$ cat src/rtl/lcdx_pkg.sv
// Shared types, command codes and LCD constants for the expander byte sequencer.
`default_nettype none

package lcdx_pkg;

	// Request and result transactions
	typedef struct packed {
		logic [2:0] command;
		logic [7:0] value;
		logic [1:0] row;
	} req_t;

	typedef struct packed {
		logic [7:0] expander_byte;
		logic [5:0] pre_delay_ms;
		logic [2:0] post_delay_ms;
		logic       last;
	} rsp_t;

	// Request command codes
	localparam logic [2:0] CMD_DATA      = 3'd0;
	localparam logic [2:0] CMD_BYTE      = 3'd1;
	localparam logic [2:0] CMD_CURSOR    = 3'd2;
	localparam logic [2:0] CMD_BACKLIGHT = 3'd3;
	localparam logic [2:0] CMD_INIT      = 3'd4;

	// Classified job passed from front to back
	typedef enum logic [1:0] {
		JOB_DATA      = 2'd0,
		JOB_CMD       = 2'd1,
		JOB_BACKLIGHT = 2'd2,
		JOB_INIT      = 2'd3
	} job_kind_t;

	typedef struct packed {
		job_kind_t  kind;
		logic [7:0] value;
		logic [2:0] post;
	} job_t;

	// HD44780 instruction bytes
	localparam logic [7:0] INSTR_CLEAR    = 8'h01;
	localparam logic [7:0] INSTR_HOME     = 8'h02;
	localparam logic [7:0] LCD_SET_DDRAM  = 8'h80;
	localparam logic [7:0] LCD_FUNC_4BIT  = 8'h28;
	localparam logic [7:0] LCD_DISP_OFF   = 8'h08;
	localparam logic [7:0] LCD_ENTRY_MODE = 8'h06;
	localparam logic [7:0] LCD_DISP_ON    = 8'h0C;
	localparam logic [3:0] NIB_WAKE       = 4'h3;
	localparam logic [3:0] NIB_4BIT       = 4'h2;

	// Delays in ms
	localparam logic [5:0] PRE_INIT_MS     = 6'd50;
	localparam logic [2:0] POST_CLEAR_MS   = 3'd2;
	localparam logic [2:0] POST_INIT_CLR_MS = 3'd4;

	// Sequencer step counts (index of final byte)
	localparam logic [4:0] LAST_STEP_BYTE = 5'd3;
	localparam logic [4:0] LAST_STEP_BL   = 5'd0;
	localparam logic [4:0] LAST_STEP_INIT = 5'd28;
	localparam logic [4:0] INIT_CMD_STEP0 = 5'd9;
	localparam logic [2:0] INIT_CLR_SLOT  = 3'd2;

	// Expander pin masks per layout
	localparam logic [7:0] BL_PIN_L0 = 8'h10;
	localparam logic [7:0] EN_PIN_L0 = 8'h20;
	localparam logic [7:0] RS_PIN_L0 = 8'h80;
	localparam logic [7:0] BL_PIN_L1 = 8'h08;
	localparam logic [7:0] EN_PIN_L1 = 8'h04;
	localparam logic [7:0] RS_PIN_L1 = 8'h01;

	// DDRAM base address of each row
	function automatic logic [7:0] ddram_base(input logic [1:0] row);
		logic [7:0] b;
		case (row)
			2'd0: b = 8'h00;
			2'd1: b = 8'h40;
			2'd2: b = 8'h14;
			2'd3: b = 8'h54;
			default: b = 8'h00;
		endcase
		return b;
	endfunction

	// Command issued in each slot of the init sequence
	function automatic logic [7:0] init_cmd(input logic [2:0] slot);
		logic [7:0] c;
		case (slot)
			3'd0: c = LCD_FUNC_4BIT;
			3'd1: c = LCD_DISP_OFF;
			3'd2: c = INSTR_CLEAR;
			3'd3: c = LCD_ENTRY_MODE;
			3'd4: c = LCD_DISP_ON;
			default: c = LCD_DISP_ON;
		endcase
		return c;
	endfunction

	// Post delay after each wake-up nibble of init
	function automatic logic [2:0] wake_post(input logic [1:0] pair);
		logic [2:0] p;
		case (pair)
			2'd0: p = 3'd5;
			2'd1: p = 3'd5;
			2'd2: p = 3'd1;
			2'd3: p = 3'd0;
			default: p = 3'd0;
		endcase
		return p;
	endfunction

	// Assemble one expander byte from the LCD signals
	function automatic logic [7:0] pack_pins(input logic layout, input logic bl,
		input logic rs, input logic en, input logic [3:0] nib);
		logic [7:0] b;
		if (layout) begin
			b = {nib, 4'h0};
			if (bl) b = b | BL_PIN_L1;
			if (rs) b = b | RS_PIN_L1;
			if (en) b = b | EN_PIN_L1;
		end else begin
			b = {4'h0, nib};
			if (bl) b = b | BL_PIN_L0;
			if (rs) b = b | RS_PIN_L0;
			if (en) b = b | EN_PIN_L0;
		end
		return b;
	endfunction

endpackage

`default_nettype wire

$ cat src/rtl/lcdx_front.sv
// Front end: accepts requests and classifies them into sequencer jobs.
`default_nettype none

module lcdx_front (
	input  wire logic          push,
	input  wire logic          full,
	input  wire lcdx_pkg::req_t req,
	output lcdx_pkg::job_t     job,
	output logic               job_push
);

	logic       valid_cmd;
	logic [7:0] cursor_addr;

	assign cursor_addr = lcdx_pkg::LCD_SET_DDRAM | (lcdx_pkg::ddram_base(req.row) + req.value);

	// Classify; unused codes are accepted and dropped
	always_comb begin
		valid_cmd = 1'b1;
		job.kind  = lcdx_pkg::JOB_DATA;
		job.value = req.value;
		job.post  = 3'd0;
		case (req.command)
			lcdx_pkg::CMD_DATA: begin
				job.kind = lcdx_pkg::JOB_DATA;
			end
			lcdx_pkg::CMD_BYTE: begin
				job.kind = lcdx_pkg::JOB_CMD;
				if (req.value == lcdx_pkg::INSTR_CLEAR || req.value == lcdx_pkg::INSTR_HOME)
					job.post = lcdx_pkg::POST_CLEAR_MS;
			end
			lcdx_pkg::CMD_CURSOR: begin
				job.kind  = lcdx_pkg::JOB_CMD;
				job.value = cursor_addr;
			end
			lcdx_pkg::CMD_BACKLIGHT: begin
				job.kind  = lcdx_pkg::JOB_BACKLIGHT;
				job.value = {7'd0, (req.value != 8'd0)};
			end
			lcdx_pkg::CMD_INIT: begin
				job.kind = lcdx_pkg::JOB_INIT;
			end
			default: begin
				valid_cmd = 1'b0;
			end
		endcase
	end

	assign job_push = push && !full && valid_cmd;

endmodule

`default_nettype wire

$ cat src/rtl/lcdx_job_fifo.sv
// Small flop-based queue of classified jobs between front and back.
`default_nettype none

module lcdx_job_fifo #(
	parameter int DEPTH = 2
) (
	input  wire logic           clk,
	input  wire logic           arst_n,
	input  wire logic           wr_en,
	input  wire lcdx_pkg::job_t wr_job,
	output logic                full,
	output logic                not_empty,
	input  wire logic           rd_en,
	output lcdx_pkg::job_t      rd_job
);

	localparam int PW = (DEPTH > 1) ? $clog2(DEPTH) : 1;
	localparam int CW = $clog2(DEPTH + 1);

	lcdx_pkg::job_t mem_q [DEPTH];
	logic [PW-1:0]  wr_ptr_q;
	logic [PW-1:0]  rd_ptr_q;
	logic [CW-1:0]  count_q;

	assign full      = (count_q == CW'(DEPTH));
	assign not_empty = (count_q != '0);
	assign rd_job    = mem_q[rd_ptr_q];

	// Entry storage
	always_ff @(posedge clk) begin
		if (wr_en) mem_q[wr_ptr_q] <= wr_job;
	end

	// Pointers and fill count
	always_ff @(posedge clk or negedge arst_n) begin
		if (!arst_n) begin
			wr_ptr_q <= '0;
			rd_ptr_q <= '0;
			count_q  <= '0;
		end else begin
			if (wr_en) wr_ptr_q <= (wr_ptr_q == PW'(DEPTH - 1)) ? '0 : wr_ptr_q + 1'b1;
			if (rd_en) rd_ptr_q <= (rd_ptr_q == PW'(DEPTH - 1)) ? '0 : rd_ptr_q + 1'b1;
			if (wr_en && !rd_en) count_q <= count_q + 1'b1;
			else if (!wr_en && rd_en) count_q <= count_q - 1'b1;
		end
	end

endmodule

`default_nettype wire

$ cat src/rtl/lcdx_back.sv
// Back end: expands the head job into expander bytes, one per cycle while pop keeps up.
`default_nettype none

module lcdx_back (
	input  wire logic           clk,
	input  wire logic           arst_n,
	input  wire logic           cfg_we,
	input  wire logic           cfg_wdata,
	input  wire logic           job_valid,
	input  wire lcdx_pkg::job_t job,
	output logic                job_pop,
	output logic                rsp_valid,
	output lcdx_pkg::rsp_t      rsp,
	input  wire logic           pop
);

	logic           layout_q;
	logic           bl_q;
	logic [4:0]     step_q;
	logic           out_valid_q;
	lcdx_pkg::rsp_t rsp_q;

	logic           advance;
	logic           is_last;
	logic [4:0]     last_step;
	lcdx_pkg::rsp_t nxt;

	// Layout register and backlight state
	always_ff @(posedge clk or negedge arst_n) begin
		if (!arst_n) begin
			layout_q <= 1'b0;
			bl_q     <= 1'b0;
		end else begin
			if (cfg_we) layout_q <= cfg_wdata;
			if (advance && job.kind == lcdx_pkg::JOB_BACKLIGHT) bl_q <= job.value[0];
			if (advance && job.kind == lcdx_pkg::JOB_INIT) bl_q <= 1'b1;
		end
	end

	// Step bookkeeping
	always_comb begin
		case (job.kind)
			lcdx_pkg::JOB_INIT:      last_step = lcdx_pkg::LAST_STEP_INIT;
			lcdx_pkg::JOB_BACKLIGHT: last_step = lcdx_pkg::LAST_STEP_BL;
			default:                 last_step = lcdx_pkg::LAST_STEP_BYTE;
		endcase
	end

	assign advance = job_valid && (!out_valid_q || pop);
	assign is_last = (step_q == last_step);
	assign job_pop = advance && is_last;

	// Byte for the current step
	always_comb begin
		logic [4:0] m;
		logic [2:0] k;
		logic [7:0] icmd;
		logic [3:0] nib;
		m    = step_q - lcdx_pkg::INIT_CMD_STEP0;
		k    = 3'(step_q - 5'd1);
		icmd = lcdx_pkg::init_cmd(m[4:2]);
		nib  = 4'd0;
		nxt.expander_byte = 8'd0;
		nxt.pre_delay_ms  = 6'd0;
		nxt.post_delay_ms = 3'd0;
		nxt.last          = is_last;
		case (job.kind)
			lcdx_pkg::JOB_DATA, lcdx_pkg::JOB_CMD: begin
				nib = step_q[1] ? job.value[3:0] : job.value[7:4];
				nxt.expander_byte = lcdx_pkg::pack_pins(layout_q, bl_q,
					job.kind == lcdx_pkg::JOB_DATA, !step_q[0], nib);
				if (is_last) nxt.post_delay_ms = job.post;
			end
			lcdx_pkg::JOB_BACKLIGHT: begin
				nxt.expander_byte = lcdx_pkg::pack_pins(layout_q, job.value[0],
					1'b0, 1'b0, 4'd0);
			end
			lcdx_pkg::JOB_INIT: begin
				if (step_q == 5'd0) begin
					// backlight-only byte after the power-up wait
					nxt.expander_byte = lcdx_pkg::pack_pins(layout_q, 1'b1, 1'b0, 1'b0, 4'd0);
					nxt.pre_delay_ms  = lcdx_pkg::PRE_INIT_MS;
				end else if (step_q < lcdx_pkg::INIT_CMD_STEP0) begin
					// wake-up nibbles 3,3,3 then 2
					nib = (k[2:1] == 2'd3) ? lcdx_pkg::NIB_4BIT : lcdx_pkg::NIB_WAKE;
					nxt.expander_byte = lcdx_pkg::pack_pins(layout_q, 1'b1, 1'b0, !k[0], nib);
					if (k[0]) nxt.post_delay_ms = lcdx_pkg::wake_post(k[2:1]);
				end else begin
					// configuration commands
					nib = m[1] ? icmd[3:0] : icmd[7:4];
					nxt.expander_byte = lcdx_pkg::pack_pins(layout_q, 1'b1, 1'b0, !m[0], nib);
					if (m[1:0] == 2'd3 && m[4:2] == lcdx_pkg::INIT_CLR_SLOT)
						nxt.post_delay_ms = lcdx_pkg::POST_INIT_CLR_MS;
				end
			end
			default: begin
				nxt.expander_byte = 8'd0;
			end
		endcase
	end

	// Step counter and output valid
	always_ff @(posedge clk or negedge arst_n) begin
		if (!arst_n) begin
			step_q      <= 5'd0;
			out_valid_q <= 1'b0;
		end else begin
			if (advance) begin
				step_q      <= is_last ? 5'd0 : step_q + 5'd1;
				out_valid_q <= 1'b1;
			end else if (pop) begin
				out_valid_q <= 1'b0;
			end
		end
	end

	// Output payload register
	always_ff @(posedge clk) begin
		if (advance) rsp_q <= nxt;
	end

	assign rsp_valid = out_valid_q;
	assign rsp       = rsp_q;

endmodule

`default_nettype wire

$ cat src/rtl/char_lcd_expander_byte_sequencer.sv
// Top level: LCD request queue in, expander byte queue out.
`default_nettype none

// Turns character-LCD requests (data char, command byte, set cursor, set backlight,
// init) into the bytes written to an 8-bit port expander driving a 4-bit HD44780.
// A request enters when push is high and full low; codes 5..7 are taken and dropped.
// Results come out one byte per transaction, oldest first, while empty is low.
// The back sequencer emits at most one byte per cycle from its output register; a data,
// command or cursor request gives 4 bytes, a backlight request 1 and init 29. Up to
// JOB_DEPTH classified requests wait in between, so the input side keeps taking
// requests while bytes of an earlier one drain.
// cfg_wdata selects the pin layout and may be written only while the block is idle.
module char_lcd_expander_byte_sequencer #(
	parameter int JOB_DEPTH = 2
) (
	input  wire logic           clk,
	input  wire logic           arst_n,
	input  wire logic           push,
	output logic                full,
	input  wire lcdx_pkg::req_t req,
	output logic                empty,
	input  wire logic           pop,
	output lcdx_pkg::rsp_t      rsp,
	input  wire logic           cfg_we,
	input  wire logic           cfg_wdata
);

	lcdx_pkg::job_t front_job;
	lcdx_pkg::job_t head_job;
	logic           job_push;
	logic           job_pop;
	logic           job_valid;
	logic           rsp_valid;

	// Classify incoming requests
	lcdx_front u_front (
		.push     (push),
		.full     (full),
		.req      (req),
		.job      (front_job),
		.job_push (job_push)
	);

	// Job queue decouples front from back
	lcdx_job_fifo #(
		.DEPTH (JOB_DEPTH)
	) u_fifo (
		.clk       (clk),
		.arst_n    (arst_n),
		.wr_en     (job_push),
		.wr_job    (front_job),
		.full      (full),
		.not_empty (job_valid),
		.rd_en     (job_pop),
		.rd_job    (head_job)
	);

	// Byte sequencer
	lcdx_back u_back (
		.clk       (clk),
		.arst_n    (arst_n),
		.cfg_we    (cfg_we),
		.cfg_wdata (cfg_wdata),
		.job_valid (job_valid),
		.job       (head_job),
		.job_pop   (job_pop),
		.rsp_valid (rsp_valid),
		.rsp       (rsp),
		.pop       (pop)
	);

	assign empty = !rsp_valid;

endmodule

`default_nettype wire

$ cat config.mk
export PLATFORM = sky130hd
export DESIGN_NAME = char_lcd_expander_byte_sequencer
export DESIGN_NICKNAME = d
export VERILOG_FILES = /design/src/rtl/lcdx_pkg.sv /design/src/rtl/lcdx_front.sv /design/src/rtl/lcdx_job_fifo.sv /design/src/rtl/lcdx_back.sv /design/src/rtl/char_lcd_expander_byte_sequencer.sv
export SDC_FILE = /design/constraint.sdc
export NUM_CORES = 1
export LEC_CHECK = 0
export BUFFER_PORTS_ARGS = -buffer_cell sky130_fd_sc_hd__buf_2
export CAP_MARGIN = 10
export CORE_ASPECT_RATIO = 0.9
export CORE_MARGIN = 2
export CORE_UTILIZATION = 40
export DETAILED_ROUTE_END_ITERATION = 8
export GPL_ROUTABILITY_DRIVEN = 0
export PLACE_DENSITY = 0.69
export RECOVER_POWER = 50
export SKIP_CTS_REPAIR_TIMING = 1
export SYNTH_ARGS = -nofsm -noshare
export SYNTH_HDL_FRONTEND = slang
export SYNTH_HIERARCHICAL = 1
export SYNTH_SLANG_ARGS = --single-unit
$ cat constraint.sdc
create_clock -name clk -period 3.4 [get_ports clk]
set_input_delay 0.34 -clock clk [delete_from_list [all_inputs] [get_ports clk]]
set_output_delay 0.34 -clock clk [all_outputs]
set_load 0.05 [all_outputs]
==> results of run 1 <==
-- cells in the final DEF (no fill, tap or decap), types with 2 or more instances in the layout --
master / instances
sky130_fd_sc_hd__nand3b_1: 2
sky130_fd_sc_hd__mux2_2: 15
sky130_fd_sc_hd__nand3_1: 5
sky130_fd_sc_hd__o32ai_1: 2
sky130_fd_sc_hd__a21o_1: 2
sky130_fd_sc_hd__inv_1: 7
sky130_fd_sc_hd__dfrtp_1: 12
sky130_fd_sc_hd__nor2_1: 17
sky130_fd_sc_hd__or2_1: 3
sky130_fd_sc_hd__xor2_1: 6
sky130_fd_sc_hd__a31oi_1: 2
sky130_fd_sc_hd__mux2i_1: 7
sky130_fd_sc_hd__inv_6: 2
sky130_fd_sc_hd__o21ai_1: 10
sky130_fd_sc_hd__a211oi_1: 3
sky130_fd_sc_hd__conb_1: 5
sky130_fd_sc_hd__clkbuf_1: 21
sky130_fd_sc_hd__edfxtp_1: 39
sky130_fd_sc_hd__ha_1: 5
sky130_fd_sc_hd__nor4_1: 2
sky130_fd_sc_hd__nor2b_1: 7
sky130_fd_sc_hd__and3_1: 3
sky130_fd_sc_hd__o22ai_1: 4
sky130_fd_sc_hd__o31ai_1: 2
sky130_fd_sc_hd__a22o_1: 2
sky130_fd_sc_hd__xnor2_1: 3
sky130_fd_sc_hd__clkbuf_8: 5
sky130_fd_sc_hd__o211ai_1: 2
sky130_fd_sc_hd__and2_1: 3
sky130_fd_sc_hd__buf_2: 15
sky130_fd_sc_hd__o21ai_0: 10
sky130_fd_sc_hd__nand2_1: 22
sky130_fd_sc_hd__nor3_1: 6
sky130_fd_sc_hd__nand2b_1: 6
sky130_fd_sc_hd__and2_0: 2
sky130_fd_sc_hd__a21oi_1: 13
-- worst max-delay path: cells and delay by family (launching register included) --
family / cells / cell delay [ps]
flops: 1 / 710
mux: 1 / 550
fa+ha+maj: 1 / 180
simple gates: 2 / 340
xor+xnor: 2 / 330
buf+inv: 1 / 50
compound gates: 3 / 740
-- path summary, 6_finish.rpt --
| check | endpoint | depth (start not counted) | from |
|---|---|---|---|
| min reg2reg | u_fifo/wr_ptr_q | 1 | u_fifo/wr_ptr_q |
| max in group asynchronous | u_back/bl_q | 2 | arst_n |
| max reg2reg | u_fifo/count_q[1] | 10 | u_fifo/rd_ptr_q |
| max | u_fifo/count_q[1] | 10 | u_fifo/rd_ptr_q |
| min in group asynchronous | u_back/step_q[0] | 2 | arst_n |
| min | u_back/layout_q | 2 | cfg_we |
-- power groups by stage --
stage                     clock, mW  sequential (mW)  combinational (mW)
after CTS                     0.378             1.08                1.35
after global placement            0             1.09                1.33
after floorplan                   0             1.23               0.963
final                         0.359             1.08                1.33
after global routing          0.403             1.11                1.46
after detailed placement          0             1.10                1.34
-- area by class of cell --
type                            instances  area share (%)
Clock buffer                            5            2.17
Clock inverter                          3           0.829
Inverter                                9            1.07
Multi-Input combinational cell        194            40.7
Sequential cell                        51            46.4
Tap cell                               93            3.67
Timing Repair Buffer                   37            5.17
-- flip-flops by register name (all words and copies together), names as in the netlist --
name / count
u_back/bl_q: 1
u_back/rsp: 13
u_fifo/mem_q: 26
u_fifo/count_q: 2
u_fifo/wr_ptr_q: 1
u_fifo/rd_ptr_q: 1
u_back/rsp_valid: 1
u_back/layout_q: 1
u_back/step_q: 5
-- layer usage --
metal,share of wire [%],vias up
met1,48,961
met2,43,70
li1,-,1034
met5,0,-
met4,2.0,0
met3,6.3,9
-- kinds of logic (layout without fill, tap and decap cells) --
logic type      count (synthesis)  count (layout)  synth area share (%)
compound gates                 64              64                  14.3
xor+xnor                        9               9                  2.70
fa+ha+maj                       6               6                  2.53
buf+inv                        32              54                  5.87
flops                          51              51                  50.4
mux                            22              22                  8.18
other cells                     2               5                 0.257
simple gates                   88              88                  15.8
-- per-stage QoR --
step / hold WS [ps] / util (%)
2_1_floorplan: 44.4 / -
3_3_place_gp: 249 / 43.7
3_5_place_dp: 245 / 43.7
4_1_cts: -102 / 45.1
5_1_grt: 261 / 44.8
6_report: 261 / 44.8
==> out/results.md, run 1 <==
| Quantity | Reported | Unit |
|:---|:---|:---|
| Total design power | 2.78 | mW |
| Sequential fraction of the synthesis area | 50.4 | % |
| Global-route wire length before repair | 8850 | um |
| Result of the run | finished, final reports clean | - |
| Biggest area contributors in the synthesized netlist | sky130_fd_sc_hd__edfxtp_1 (40%), sky130_fd_sc_hd__dfrtp_1 (10%), sky130_fd_sc_hd__mux2_2 (5.8%), sky130_fd_sc_hd__nand2_1 (2.8%), sky130_fd_sc_hd__mux2i_1 (2.4%) | - |
| Critical path data arrival time | 3230 | ps |
| Count of synthesis-stage warnings from yosys | 6 | - |
| Port bufs | 35 | - |
| Die W | 94.1 | um |
| Wire length after detailed routing | 5380 | um |
| Met2 usage in global routing | 20.3 | % |
| Vias per cell | 5.29 | - |
| Register Area | 0.00147 | mm^2 |
| Max-slew headroom at the worst pin | 47.9 | % |
| Initial cell density of the core | 41.3 | % |
| Static leakage | 1.18 | nW |
| Synth Register Bits | 51 | - |
| Total CTS buffers | 5 | - |
| Clock skew after layout | 4.87 | ps |
| Overall die area | 0.00800 | mm^2 |
| Dominant cell type by count on the critical path | sky130_fd_sc_hd__xor2_1 | - |
| Sink Count | 51 | - |
| Sum of negative setup slack | 0 | ps |
| Fin crit share | 88.1 | % |
| Cells after Synth | 274 | - |
| Total GRT Usage | 14.1 | % |
| Layout overhead on the synthesized area | 8.52 | % |
| Crit-path slowest cell | sky130_fd_sc_hd__dfrtp_1 | - |
| Top achievable clock speed | 334 | MHz |
| Reg clk slew, reported paths | 90 | ps |
| HPWL Detailed | 3810 | um |
| Required time at the worst-slack endpoint | 3630 | ps |
| Max_cap viols | 0 | - |
| DIE HEIGHT | 85.1 | um |
| Clock latency on the worst-skew pair | 310 | ps |
| Number of optimization iterations in the first detailed-route pass | 4 | - |
| Kind of path behind the tightest hold check | in2reg | - |
| Setup Slack @ Placement | 471 | ps |
| Setup repair after global routing missed its margin | false | - |
| Mean routed wirelength per cell | 13.7 | um |
| Count of H-tree levels built during CTS | 2 | - |
| Cell at the root of the clock tree | sky130_fd_sc_hd__clkbuf_8 | - |
| Met3 layer usage reported by global route | 2.75 | % |
| Final instance count without filler cells | 392 | - |
| Clk network pwr share | 12.9 | % |
| Residual overflow from global routing | 0 | - |
| Finished Cell Area | 0.00317 | mm^2 |
| Number of different library cells in the post-synthesis netlist | 61 | - |
| Switching share of power | 46.3 | % |
| ANT cells | 0 | - |
| Final critical delay including setup and external delays | 3000 | ps |
| Post-Syn Area | 0.00292 | mm^2 |
| R2R Setup Slk | 400 | ps |
| Fillcell total | 689 | - |
| Proportion of layout cells with a drive suffix above 1 | 15.7 | % |
| Largest net degree at the start of global routing | 21 | - |
| Internal power component | 1.49 | mW |
| I/O pin total | 39 | - |
| Net count reported at finish | 322 | - |
| Library cell occupying the most area in the post-synthesis netlist | sky130_fd_sc_hd__edfxtp_1 | - |
| Most instantiated library cell after synthesis | sky130_fd_sc_hd__edfxtp_1 | - |
| Standard cell core area | 0.00708 | mm^2 |
| Prevailing post-synth register cell | sky130_fd_sc_hd__edfxtp_1 | - |
| TritonCTS clock tree | built | - |
| Count of nets left with antenna violations after detail routing | 0 | - |
| Count of vias placed by the detailed router | 2074 | - |
| Maximum net fanout on the critical path | 19 | - |
| Area after detailed placement | 0.00309 | mm^2 |
| Final number of hold-violating endpoints | 0 | - |
| DP Cell Count | 383 | - |
| Area of combinational cells with multiple inputs | 0.00129 | mm^2 |
| Average cell area after synthesis | 10.7 | um^2 |
| Buffer depth of the longest clock path | 2 | - |
| Number of flops mapped to enable cells by yosys | 39 | - |
| DR iter-0 viols | 124 | - |
| Switching power summed over all nets | 1.29 | mW |
| Cell row count | 29 | - |
| Number of antenna violations at the first check in global routing | 0 | - |
| Endpoint type of the worst setup path | register | - |
| Critical path class | reg2reg | - |
| Worst vdd rail ir drop | 0.228 | mV |
| Async set-reset flop share out of synthesis | 23.5 | % |
| Post-synth top cells | sky130_fd_sc_hd__edfxtp_1 (39), sky130_fd_sc_hd__nand2_1 (22), sky130_fd_sc_hd__nor2_1 (17) | - |
| Power density over the cells | 876 | mW/mm^2 |
| Highest cell delay on the worst timing path | 710 | ps |
| Cells along the critical path | mux2_2 -> a211o_1 -> o22ai_1 -> o21a_2 -> and2_1 -> inv_1 -> ha_1 -> xor2_1 -> nor2_1 -> xor2_1 | - |
| DRC violation count after routing | 0 | - |
| Total setup violations reported at the end of the flow | 0 | - |
| Post-route worst setup slack | 404 | ps |
| Part of the total power dissipated in sequential elements | 39.0 | % |
| Via count of the first global-routing pass | 1835 | - |
| Count of pins over their slew limit | 0 | - |
| Met1 layer usage reported by global route | 20.8 | % |
| Actual transition at the worst max-transition pin | 782 | ps |
| GRT Max-Usage Layer | met1 | - |
| Fraction of synthesized cell area taken by the top area cell type | 40.1 | % |
| Startpoint Class | register | - |
| Logic gate share of total power | 48.1 | % |
Note: power is estimated with default switching activity, not from simulation.
==> run 2, diff against run 1 <==
==> constraint.sdc (replaced) <==
create_clock -name clk -period 3 [get_ports clk]
set_input_delay 0.3 -clock clk [delete_from_list [all_inputs] [get_ports clk]]
set_output_delay 0.3 -clock clk [all_outputs]
set_load 0.05 [all_outputs]
==> out/results.md, run 2 (synthesized netlist as in run 1, its figures left out) <==
| Quantity | Reported | Unit | vs previous |
|:---|:---|:---|:---|
| Startpoint Class | register | - | unchanged |
| Total setup violations reported at the end of the flow | 0 | - | unchanged |
| Cell row count | 29 | - | unchanged |
| Highest cell delay on the worst timing path | 440 | ps | was 710 ps |
| Buffer depth of the longest clock path | 2 | - | unchanged |
| Residual overflow from global routing | 0 | - | unchanged |
| Sink Count | 51 | - | unchanged |
| Clock latency on the worst-skew pair | 300 | ps | was 310 ps |
| Net count reported at finish | 324 | - | was 322 |
| Number of antenna violations at the first check in global routing | 0 | - | unchanged |
| Via count of the first global-routing pass | 1846 | - | was 1835 |
| Count of H-tree levels built during CTS | 2 | - | unchanged |
| Result of the run | finished, final reports clean | - | unchanged |
| Total CTS buffers | 5 | - | unchanged |
| Count of pins over their slew limit | 0 | - | unchanged |
| Power density over the cells | 994 | mW/mm^2 | was 876 mW/mm^2 |
| Required time at the worst-slack endpoint | 3230 | ps | was 3630 ps |
| I/O pin total | 39 | - | unchanged |
| Most common cell after layout, fill and taps aside | sky130_fd_sc_hd__edfxtp_1 | - | unchanged |
| Critical path class | reg2reg | - | unchanged |
| FF-to-FF path depth | 10 | - | unchanged |
| Initial cell density of the core | 41.3 | % | unchanged |
| DIE HEIGHT | 85.1 | um | unchanged |
| Register ranked first by flip-flop count | u_fifo/mem_q | - | unchanged |
| Crit-path slowest cell | sky130_fd_sc_hd__mux2_2 | - | was sky130_fd_sc_hd__dfrtp_1 |
| Min-Delay Path Depth | 2 | - | unchanged |
| Proportion of layout cells with a drive suffix above 1 | 15.0 | % | was 15.7% |
| Endpoint type of the worst setup path | register | - | unchanged |
| Clock skew after layout | 6.11 | ps | was 4.87 ps |
| Layout overhead on the synthesized area | 8.69 | % | was 8.52% |
| DR WL met3 | 310 | um | was 341 um |
| Overall die area | 0.00800 | mm^2 | unchanged |
| Actual transition at the worst max-transition pin | 764 | ps | was 782 ps |
| Reg clk slew, reported paths | 90 | ps | about the same |
| Setup repair after global routing missed its margin | false | - | unchanged |
| DR WL met2 | 2480 | um | was 2320 um |
| TritonCTS clock tree | built | - | unchanged |
| Standard cell core area | 0.00708 | mm^2 | unchanged |
| Highest signal layer in the routed design | met4 | - | unchanged |
| Wire length after detailed routing | 5510 | um | was 5380 um |
| Count of nets left with antenna violations after detail routing | 0 | - | unchanged |
| Cell at the root of the clock tree | sky130_fd_sc_hd__clkbuf_8 | - | unchanged |
| Metal1 wirelength | 2600 | um | was 2610 um |
| Final number of hold-violating endpoints | 0 | - | unchanged |
| Number of optimization iterations in the first detailed-route pass | 5 | - | was 4 |
| Flip-flop count of the largest register after layout | 26 | - | unchanged |
| Worst vdd rail ir drop | 0.336 | mV | was 0.228 mV |
| Dominant cell type by count on the critical path | sky130_fd_sc_hd__xor2_1 | - | unchanged |
| ANT cells | 0 | - | unchanged |
| DRC violation count after routing | 0 | - | unchanged |
| DR iter-0 viols | 162 | - | was 124 |
| Fin crit share | 83.8 | % | was 88.1% |
| DP Cell Count | 385 | - | was 383 |
| Mean routed wirelength per cell | 14.0 | um | was 13.7 um |
| Sum of negative setup slack | 0 | ps | unchanged |
| Count of vias placed by the detailed router | 2109 | - | was 2074 |
| Max-slew headroom at the worst pin | 49.1 | % | was 47.9% |
| Kind of path behind the tightest hold check | in2reg | - | unchanged |
| Vias per cell | 5.35 | - | was 5.29 |
| Total GRT Usage | 14.3 | % | was 14.1% |
| Final critical delay including setup and external delays | 2510 | ps | was 3000 ps |
| Top achievable clock speed | 398 | MHz | was 334 MHz |
| Die W | 94.1 | um | unchanged |
| Largest net degree at the start of global routing | 21 | - | unchanged |
| Critical path data arrival time | 2750 | ps | was 3230 ps |
| Port bufs | 35 | - | unchanged |
| Cells along the critical path | mux2_2 -> a211o_1 -> o22ai_1 -> o21a_2 -> and2_1 -> inv_1 -> ha_1 -> xor2_1 -> nor2_1 -> xor2_1 | - | unchanged |
| Global-route wire length before repair | 8930 | um | was 8850 um |
| Post-route worst hold slack | 198 | ps | was 261 ps |
| Static leakage | 1.18 | nW | about the same |
| Maximum net fanout on the critical path | 9 | - | was 19 |
| Max_cap viols | 0 | - | unchanged |
| HPWL Detailed | 3980 | um | was 3810 um |
| Commonest cells after routing, fill and taps aside | sky130_fd_sc_hd__edfxtp_1 (39), sky130_fd_sc_hd__clkbuf_1 (23), sky130_fd_sc_hd__nand2_1 (22) | - | was sky130_fd_sc_hd__edfxtp_1 (39), sky130_fd_sc_hd__nand2_1 (22), sky130_fd_sc_hd__clkbuf_1 (21) |
| Final instance count without filler cells | 394 | - | was 392 |
==> run 2: layout make-up <==
type	count	area, um^2
fill	683	3900
sequential	51	1470
multi-input combinational	194	1280
timing repair buffer	39	176
tap	93	116
clock buffer	5	68.8
inverter	9	33.8
clock inverter	3	27.5
==> run 2: through the flow <==
step | setup slack (ps) | util (%) | total power [mW] | cell area [um^2]
5_1_grt | 270 | 44.9 | 3.39 | 3180
3_3_place_gp | 616 | 43.9 | 2.76 | 3110
6_report | 487 | 44.9 | 3.16 | 3180
2_1_floorplan | 455 | - | 2.49 | 2930
3_5_place_dp | 506 | 43.9 | 2.79 | 3110
4_1_cts | 496 | 45.3 | 3.20 | 3210
==> run 2: where the power goes <==
part / total [mW] / switching (mW) / internal (mW)
clock network: 0.406 / 0.234 / 0.171
logic: 1.55 / 1.03 / 0.515
registers: 1.20 / 0.188 / 1.01
total: 3.16 / 1.46 / 1.70
==> run 2: final timing paths <==
path                                   startpoint                 to  slack [ps]
worst min-delay path                       cfg_we    u_back/layout_q         200
min in group asynchronous                  arst_n   u_back/step_q[0]         570
worst max register to register    u_fifo/rd_ptr_q  u_fifo/count_q[1]         490
worst max-delay path              u_fifo/rd_ptr_q  u_fifo/count_q[1]         490
worst min register to register  u_fifo/count_q[1]  u_fifo/count_q[1]         490
max in group asynchronous                  arst_n        u_back/bl_q        1950
==> run 2: routing by layer <==
metal	vias up	GRT usage, %
li1	1036	-
met1	983	20.8
met2	80	21.3
met3	10	2.40
met4	0	5.80
met5	-	0
==> run 2: worst max-delay path, delay by kind of cell, from the launching register on <==
kind	cells	cell delay, ps
compound gates	3	780
buf+inv	1	60
fa+ha+maj	1	180
mux	1	440
flops	1	390
xor+xnor	2	310
simple gates	2	290
